<file path="config.mk">
export PLATFORM = sky130hd
export DESIGN_NAME = unsigned_restoring_divider_top_flat
export DESIGN_NICKNAME = d
export VERILOG_FILES = /design/src/udiv_pkg.sv /design/src/udiv_in_if.sv /design/src/udiv_out_if.sv /design/src/udiv_cell.sv /design/src/unsigned_restoring_divider_top.sv /design/src/flat_wrapper.sv
export SDC_FILE = /design/constraint.sdc
export NUM_CORES = 1
export LEC_CHECK = 0
export BUFFER_PORTS_ARGS = -buffer_cell sky130_fd_sc_hd__buf_4
export CAP_MARGIN = 0
export CORE_ASPECT_RATIO = 1.1
export CORE_MARGIN = 4
export CORE_UTILIZATION = 30
export DETAILED_ROUTE_END_ITERATION = 12
export MAX_ROUTING_LAYER = met4
export SKIP_LAST_GASP = 1
export SYNTH_ARGS = -nofsm -noshare
export SYNTH_HDL_FRONTEND = slang
export SYNTH_SLANG_ARGS = --single-unit
</file>
<file path="constraint.sdc">
create_clock -name clk_i -period 6.87 [get_ports clk_i]
set_clock_uncertainty 0.2 [all_clocks]
set_input_delay 1.374 -clock clk_i [delete_from_list [all_inputs] [get_ports clk_i]]
set_output_delay 1.374 -clock clk_i [all_outputs]
set_load 0.05 [all_outputs]
</file>
<file path="src/udiv_pkg.sv">
`default_nettype none

package udiv_pkg;

  localparam int unsigned DefaultWidth = 16;

endpackage

`default_nettype wire

</file>
<file path="src/udiv_in_if.sv">
`default_nettype none

interface udiv_in_if #(
  parameter int unsigned WIDTH = udiv_pkg::DefaultWidth
);

  logic             valid;
  logic             ready;
  logic [WIDTH-1:0] dividend;
  logic [WIDTH-1:0] divisor;

  modport source (output valid, output dividend, output divisor, input ready);
  modport sink (input valid, input dividend, input divisor, output ready);

endinterface

`default_nettype wire

</file>
<file path="src/udiv_out_if.sv">
`default_nettype none

interface udiv_out_if #(
  parameter int unsigned WIDTH = udiv_pkg::DefaultWidth
);

  logic             valid;
  logic             ready;
  logic [WIDTH-1:0] quotient;
  logic [WIDTH-1:0] remainder;

  modport source (output valid, output quotient, output remainder, input ready);
  modport sink (input valid, input quotient, input remainder, output ready);

endinterface

`default_nettype wire

</file>
<file path="src/udiv_cell.sv">
`default_nettype none

module udiv_cell #(
  parameter int unsigned WIDTH = udiv_pkg::DefaultWidth
) (
  input  wire logic             clk_i,
  input  wire logic             rst_ni,
  input  wire logic             valid_i,
  output      logic             ready_o,
  input  wire logic [WIDTH-1:0] rem_i,
  input  wire logic [WIDTH-1:0] nq_i,
  input  wire logic [WIDTH-1:0] div_i,
  output      logic             valid_o,
  input  wire logic             ready_i,
  output      logic [WIDTH-1:0] rem_o,
  output      logic [WIDTH-1:0] nq_o,
  output      logic [WIDTH-1:0] div_o
);

  // The nq word holds the dividend bits still to be consumed in its upper part
  // and the quotient bits found so far in its lower part.
  logic             valid_q;
  logic [WIDTH-1:0] rem_q, rem_d;
  logic [WIDTH-1:0] nq_q, nq_d;
  logic [WIDTH-1:0] div_q;
  logic [WIDTH-1:0] shifted;
  logic             carry;
  logic             qbit;

  assign ready_o = !valid_q || ready_i;

  always_comb begin
    carry   = rem_i[WIDTH-1];
    shifted = {rem_i[WIDTH-2:0], nq_i[WIDTH-1]};
    qbit    = carry || (shifted >= div_i);
    rem_d   = qbit ? (shifted - div_i) : shifted;
    nq_d    = {nq_i[WIDTH-2:0], qbit};
  end

  always_ff @(posedge clk_i or negedge rst_ni) begin
    if (!rst_ni) begin
      valid_q <= 1'b0;
    end else if (ready_o) begin
      valid_q <= valid_i;
    end
  end

  always_ff @(posedge clk_i) begin
    if (ready_o && valid_i) begin
      rem_q <= rem_d;
      nq_q  <= nq_d;
      div_q <= div_i;
    end
  end

  assign valid_o = valid_q;
  assign rem_o   = rem_q;
  assign nq_o    = nq_q;
  assign div_o   = div_q;

endmodule

`default_nettype wire

</file>
<file path="src/unsigned_restoring_divider_top.sv">
// Each accepted input beat passes through a row of WIDTH cells to its result
// beat, one restoring step per cell.
// Throughput: one division per cycle while the output side takes results; a
// cell stalls only while it holds a result the next one cannot take, so bubbles in the row are filled up.
// Reset clears the valid bit of every cell; data registers are not reset.
`default_nettype none

module unsigned_restoring_divider_top #(
  parameter int unsigned WIDTH = udiv_pkg::DefaultWidth
) (
  input wire logic  clk_i,
  input wire logic  rst_ni,
  udiv_in_if.sink   in_i,
  udiv_out_if.source out_o
);

  logic             valid[WIDTH+1];
  logic             ready[WIDTH+1];
  logic [WIDTH-1:0] rem[WIDTH+1];
  logic [WIDTH-1:0] nq[WIDTH+1];
  logic [WIDTH-1:0] div[WIDTH+1];

  assign valid[0]   = in_i.valid;
  assign in_i.ready = ready[0];
  assign rem[0]     = '0;
  assign nq[0]      = in_i.dividend;
  assign div[0]     = in_i.divisor;

  for (genvar k = 0; k < WIDTH; k++) begin : g_cell
    udiv_cell #(
      .WIDTH(WIDTH)
    ) u_cell (
      .clk_i  (clk_i),
      .rst_ni (rst_ni),
      .valid_i(valid[k]),
      .ready_o(ready[k]),
      .rem_i  (rem[k]),
      .nq_i   (nq[k]),
      .div_i  (div[k]),
      .valid_o(valid[k+1]),
      .ready_i(ready[k+1]),
      .rem_o  (rem[k+1]),
      .nq_o   (nq[k+1]),
      .div_o  (div[k+1])
    );
  end

  assign out_o.valid     = valid[WIDTH];
  assign ready[WIDTH]    = out_o.ready;
  assign out_o.quotient  = nq[WIDTH];
  assign out_o.remainder = rem[WIDTH];

endmodule

`default_nettype wire

</file>
<file path="src/flat_wrapper.sv">
// flat-port wrapper written by rule: the top's interface ports become plain ports
module unsigned_restoring_divider_top_flat 
#(
  parameter int unsigned WIDTH = udiv_pkg::DefaultWidth
)
  (clk_i, rst_ni, in_i_valid, in_i_dividend, in_i_divisor, in_i_ready, out_o_valid, out_o_quotient, out_o_remainder, out_o_ready);
  udiv_in_if #(.WIDTH(WIDTH)) in_i_i ();
  udiv_out_if #(.WIDTH(WIDTH)) out_o_i ();
  input wire logic clk_i;
  input wire logic rst_ni;
  input wire logic [$bits(in_i_i.valid)-1:0] in_i_valid;
  input wire logic [$bits(in_i_i.dividend)-1:0] in_i_dividend;
  input wire logic [$bits(in_i_i.divisor)-1:0] in_i_divisor;
  output wire logic [$bits(in_i_i.ready)-1:0] in_i_ready;
  output wire logic [$bits(out_o_i.valid)-1:0] out_o_valid;
  output wire logic [$bits(out_o_i.quotient)-1:0] out_o_quotient;
  output wire logic [$bits(out_o_i.remainder)-1:0] out_o_remainder;
  input wire logic [$bits(out_o_i.ready)-1:0] out_o_ready;
  assign in_i_i.valid = in_i_valid;
  assign in_i_i.dividend = in_i_dividend;
  assign in_i_i.divisor = in_i_divisor;
  assign in_i_ready = in_i_i.ready;
  assign out_o_valid = out_o_i.valid;
  assign out_o_quotient = out_o_i.quotient;
  assign out_o_remainder = out_o_i.remainder;
  assign out_o_i.ready = out_o_ready;
  unsigned_restoring_divider_top #(.WIDTH(WIDTH)) u_core (.clk_i(clk_i), .rst_ni(rst_ni), .in_i(in_i_i), .out_o(out_o_i));
endmodule
</file>
-- Yosys cells after proc, flatten, opt, wreduce, memory -nomap -nowiden
Cells that the tools add are included.
- flip-flop bits (word level): 768
- input bits: 36
- output and inout port bits: 34
- logic and storage cells: 175
- $add $sub $neg: 16
- magnitude comparators: 16
- muxes and demuxes: 16
- reductions and logical operators: 63
- operators with widths (operator ; count):
    16-bit >= comparator ; 15
    16-bit 2-to-1 mux ; 15
    16-bit subtractor ; 15
    1-bit logical OR ; 31
    1-bit by 16-bit >= comparator with 1-bit output ; 1
    1-bit logical AND ; 16
    1-bit logical NOT ; 16
    1-bit by 16-bit subtractor with 16-bit output ; 1
    1-bit 2-to-1 mux ; 1

-- Depth between registers and ports, before layout
- word-level depth: 18
- mapped depth: 13
- mapped depth without buffers: 12

-- By module
Synthesis repeated with hierarchy kept, for this count alone.
- cell total of the unflattened synthesis: 3238
- area, all modules: 43025.0 µm²
- by module, submodules not included (module ; instances ; cells each ; area each (µm²) ; sequential area each (µm²)):
    udiv_cell (u_core.g_cell[1].u_cell ...) ; 8 ; 203 ; 2687.6 ; 1466.4
    udiv_cell (u_core.g_cell[0].u_cell ...) ; 5 ; 195 ; 2682.6 ; 1466.4
    udiv_cell (u_core.g_cell[10].u_cell ...) ; 2 ; 219 ; 2735.1 ; 1466.4
    udiv_cell (u_core.g_cell[6].u_cell) ; 1 ; 200 ; 2637.5 ; 1466.4
    unsigned_restoring_divider_top ; 1 ; 1 ; 3.8 ; 0.0

-- Least setup slack after synthesis
Ideal clock, no wire load.
- path kind: input-to-reg
- start point: input out_o_ready
- end point: register u_core.g_cell[1].u_cell.div_q[0] (enable)
- setup time: 0.527 ns
- data arrival time: 5.604 ns
- data required time: 6.143 ns
- setup slack: 0.539 ns
- cell stages on the path: 6
- path buffers: 0
- cell sequence: nor2b_1 > nand3_1 > nor2_1 > and3_1 > and4_1 > a21boi_0
- longest elaborated chain between the ends: 16
- ends and longest elaborated chain (item ; line ; source):
    from (decl) ; flat_wrapper.sv:18 ; input wire logic [$bits(out_o_i.ready)-1:0] out_o_ready;
    1-bit logical OR (15 in series) ; udiv_cell.sv:30 ; assign ready_o = !valid_q || ready_i;
    1-bit logical AND ; udiv_cell.sv:49 ; if (ready_o && valid_i) begin
    to (signal assigned) ; udiv_cell.sv:52 ; div_q <= div_i;
    to (decl) ; udiv_cell.sv:25 ; logic [WIDTH-1:0] div_q;
Every way passes these cells.
A chain may end at the register's enable or synchronous reset.

-- Final worst setup path
- start point: input out_o_ready
- end point: output in_i_ready
- longest elaborated chain between the ends: 16
- ends and longest elaborated chain (item ; line ; source):
    1-bit logical OR (16 in series) ; udiv_cell.sv:30 ;
    to (decl) ; flat_wrapper.sv:14 ; output wire logic [$bits(in_i_i.ready)-1:0] in_i_ready;
Every way passes these cells.

==> metrics.md <==
| Metric | Value |
|---|---|
| Outcome | finished, final reports clean |
| Arr. time, crit path | between 3 and 4 ns |
| Worst reg2reg endpoint | u_core.g_cell[3].u_cell.rem_o[4] |
| Synth top area cells | edfxtp_1 59%, ha_1 7.9%, a21oi_1 3.0% |
| Ys async rst share | 2.08% |
| Average cell area after synthesis | 12.4 µm² |
| Post-synth top area share | 58.6% |
| Clock period minus worst slack | a little over 5 ns |
| Required time worst endpoint | 5.30 ns |
| Row Count | around 140 |
| Sort of element at the end of the critical path | primary output |
| Worst reg2reg path depth | 10 |
| Setup tns final | 0 ns |
| Total number of vias | 23400 |
| F_max | between 150 and 200 MHz |
| Input/output buffers | 69 |
| Hold_buf cts | 0 |
| FF-to-FF Start | u_core.g_cell[2].u_cell.div_o[0] |
| Number of distinct library cells after synthesis | 84 |
| WS Path Type | in -> out |
| Register-to-register setup slack | 3.12 ns |
| Number of flops mapped to enable cells by yosys | 752 |
| Dpl cells | 4824 |
| Number of maximum-capacitance violations | 0 |
| Most frequent cells after synthesis | 752 x edfxtp_1, 307 x inv_1, 249 x nor2_1, 242 x ha_1, 234 x a21oi_1 |
| Wire length of the first global-routing pass | around 120000 µm |
| Number of warnings issued by yosys | 0 |
| Share of the clock period used by the worst path after layout | about three quarters |
| Relative area change from synthesis to final layout | 13.8% |
| Resize count post-CTS | 0 |
| Slowest stage delay, CP | 0.42 ns |
| Count of placed standard cells in the final layout, fillers left out | 4980 |
| Setup repair after global routing missed its margin | false |
| Hold Slack | 0.209 ns |
| Cell area after synthesis | 0.0385 mm² |
| Width of the die | 350 µm |
| Number of iterations in the first detailed-routing pass | 5 |
| Vias in the first global route | 23500 |
| Worst rel slew slack | 23.6% |
| Combined area of the multi-input logic cells | 0.0142 mm² |
| Count of routing violations after the opening detailed-route iteration | 1181 |
| Setup ws final | 1.75 ns |
| Master cell of the clock root buffer | clkbuf_16 |
| Total power of the final layout | approximately 21000 µW |
| Chip Height | 384 µm |
| TritonCTS clock tree | yes |
| Most common flop cell mapped by yosys | edfxtp_1 |
| Routed via count divided by cell count | roughly 4.7 |
| Worst-path fanout max | 7 |
| Clock-pin slew of the registers on the worst-case setup and hold paths | approximately 0.060 ns |
| End point of the critical path | in_i_ready |
| Initial Utilization | between 30 and 40% |
| Hold Fails Final Rpt | 0 |
| Instance count along the most critical hold path | 0 |
| Measured slew at the worst slew-check pin | 1.15 ns |
| Detailed-route wire length | about 73000 µm |
| Share of final-layout standard cells stronger than drive strength 1 | a little under an eighth |
| Number of standard cells after synthesis | 3119 |
| Power density over the cells | around 470 mW/mm² |
| Number of design rule violations left after detail routing | 0 |
| Most common cell in the netlist | edfxtp_1 |
| Worst slack at placement | 1.70 ns |
| Element type at the critical path start | input port |
| Max Transition Viols Final | 0 |
| CTS sink count | 768 |
| Total die area | 0.134 mm² |
| Post-synthesis sequential element count | 768 |
| IO Pins | 70 |
| H-tree depth | 3 |
| Final net count | 3536 |
| Skew-Pair Late Insertion Delay | 0.63 ns |
| Worst hold-check path type | reg -> reg |
| Net count after synthesis | between 3000 and 4000 |
| Number of antenna-violating nets in the routed design | 0 |
| Leakage power total | ~0.017 µW |
| Post-CTS setup buffers | 0 |
| Worst Min Path Start | u_core.g_cell[5].u_cell.nq_o[0] |
| Origin of the worst setup path | out_o_ready |
| Initial antenna violation count | 0 |
| FF/Latch Area | 0.0230 mm² |
| Total global routing overflow | 0 |
| CP cell instances | buf_4, nor2b_1, nand3_1, nor2_1, and3_1, and4_1, nand3_1, buf_4 |
| Post-synthesis cell type with the largest combined area | edfxtp_1 |
| Pin count of the biggest net entering global routing | just under 50 |
| Number of clock buffers inserted by TritonCTS | 85 |
| All-Layer GR Usage | 11.1% |
| Final setup viols | 0 |
| Core Area | 0.127 mm² |
| Buffers from clock root to sink, at most | 3 |
| Fillcell total | between 10000 and 15000 |
| Average wire per standard cell | roughly 15 µm |
| Crit path max-delay cell type | and4_1 |
| Sequential cell area fraction in the yosys report | 59.7% |
| Routability congestion estimate from global placement | around 0.86 |
| Diodes inserted | 0 |
| Post-detailed-placement half-perimeter wirelength | between 50000 and 60000 µm |
| Peak VDD IR | 246 µV |
[through the flow]
stage | cell area (µm²) | utilization, %
floorplan | 38500 | -
global placement | 41100 | 32.3
detailed placement | 41100 | 32.3
CTS | 43800 | 34.5
global route | 43800 | 34.5
finish | 43800 | 34.5
[layer usage]
layer | GRT usage [%] | vias to the layer above | part of all wire, %
met2 | 21.0 | 349 | 53
li1 | - | 11800 | -
met3 | 1.79 | 155 | 3.1
met4 | 3.88 | 0 | 3.4
met5 | - | - | 0
met1 | 11.7 | 11100 | 40
[worst min-delay path by stage]
stage	to	slack (ns)
floorplan	u_core.g_cell[10].u_cell.nq_o[10]	0.20
global placement	u_core.g_cell[14].u_cell.nq_o[1]	0.20
detailed placement	u_core.g_cell[10].u_cell.nq_o[15]	0.20
CTS	u_core.g_cell[4].u_cell.nq_o[11]	0.21
global route	u_core.g_cell[8].u_cell.nq_o[1]	0.22
finish	u_core.g_cell[6].u_cell.nq_o[1]	0.21
[flip-flops by register name, summed over array words and instances, names as in the netlist]
register,cells
u_core.g_cell.u_cell.nq_o,256
u_core.g_cell.u_cell.rem_o,256
u_core.g_cell.u_cell.valid_o,16
u_core.g_cell.u_cell.div_o,240
[critical path: cells and delay by family]
kind	cells	cell delay [ns]
buffers and inverters	2	0.34
and+or+nand+nor	6	1.81
[power by group]
part	total [µW]	internal, µW	switching, µW
sequential	7610	7000	609
clock	4400	2590	1820
combinational	8500	3560	4940
[area by class of cell]
class                      instances  share of cell area [%]
sequential                       768                    52.4
multi-input combinational       1989                    32.4
timing repair buffer              92                    1.58
clock buffer                      99                    5.07
clock inverter                    57                    1.13
tap                             1668                    4.76
inverter                         307                    2.63
[cells by family after synthesis]
kind of cell,count (synthesis),synth area share [%]
AND/OR/NAND/NOR,708,8.60
adder cells (fa/ha/maj),257,8.64
flip-flops,768,59.7
AO/OA/AOI/OAI,791,13.4
XOR/XNOR,144,3.27
multiplexers,89,2.70
buffers and inverters,362,3.72
[cells in the final DEF (no fill, tap or decap), drive strengths merged, types with 46 or more instances in the layout]
cell type	n
edfxtp	752
inv	314
nor2	249
ha	242
a21oi	234
o21ai	183
nand2	174
clkbuf	99
buf	92
xnor2	80
mux2	77
xor2	64
o21a	64
a21o	54
nand3	51
nor2b	46
Note: power is estimated with default switching activity, not from simulation.
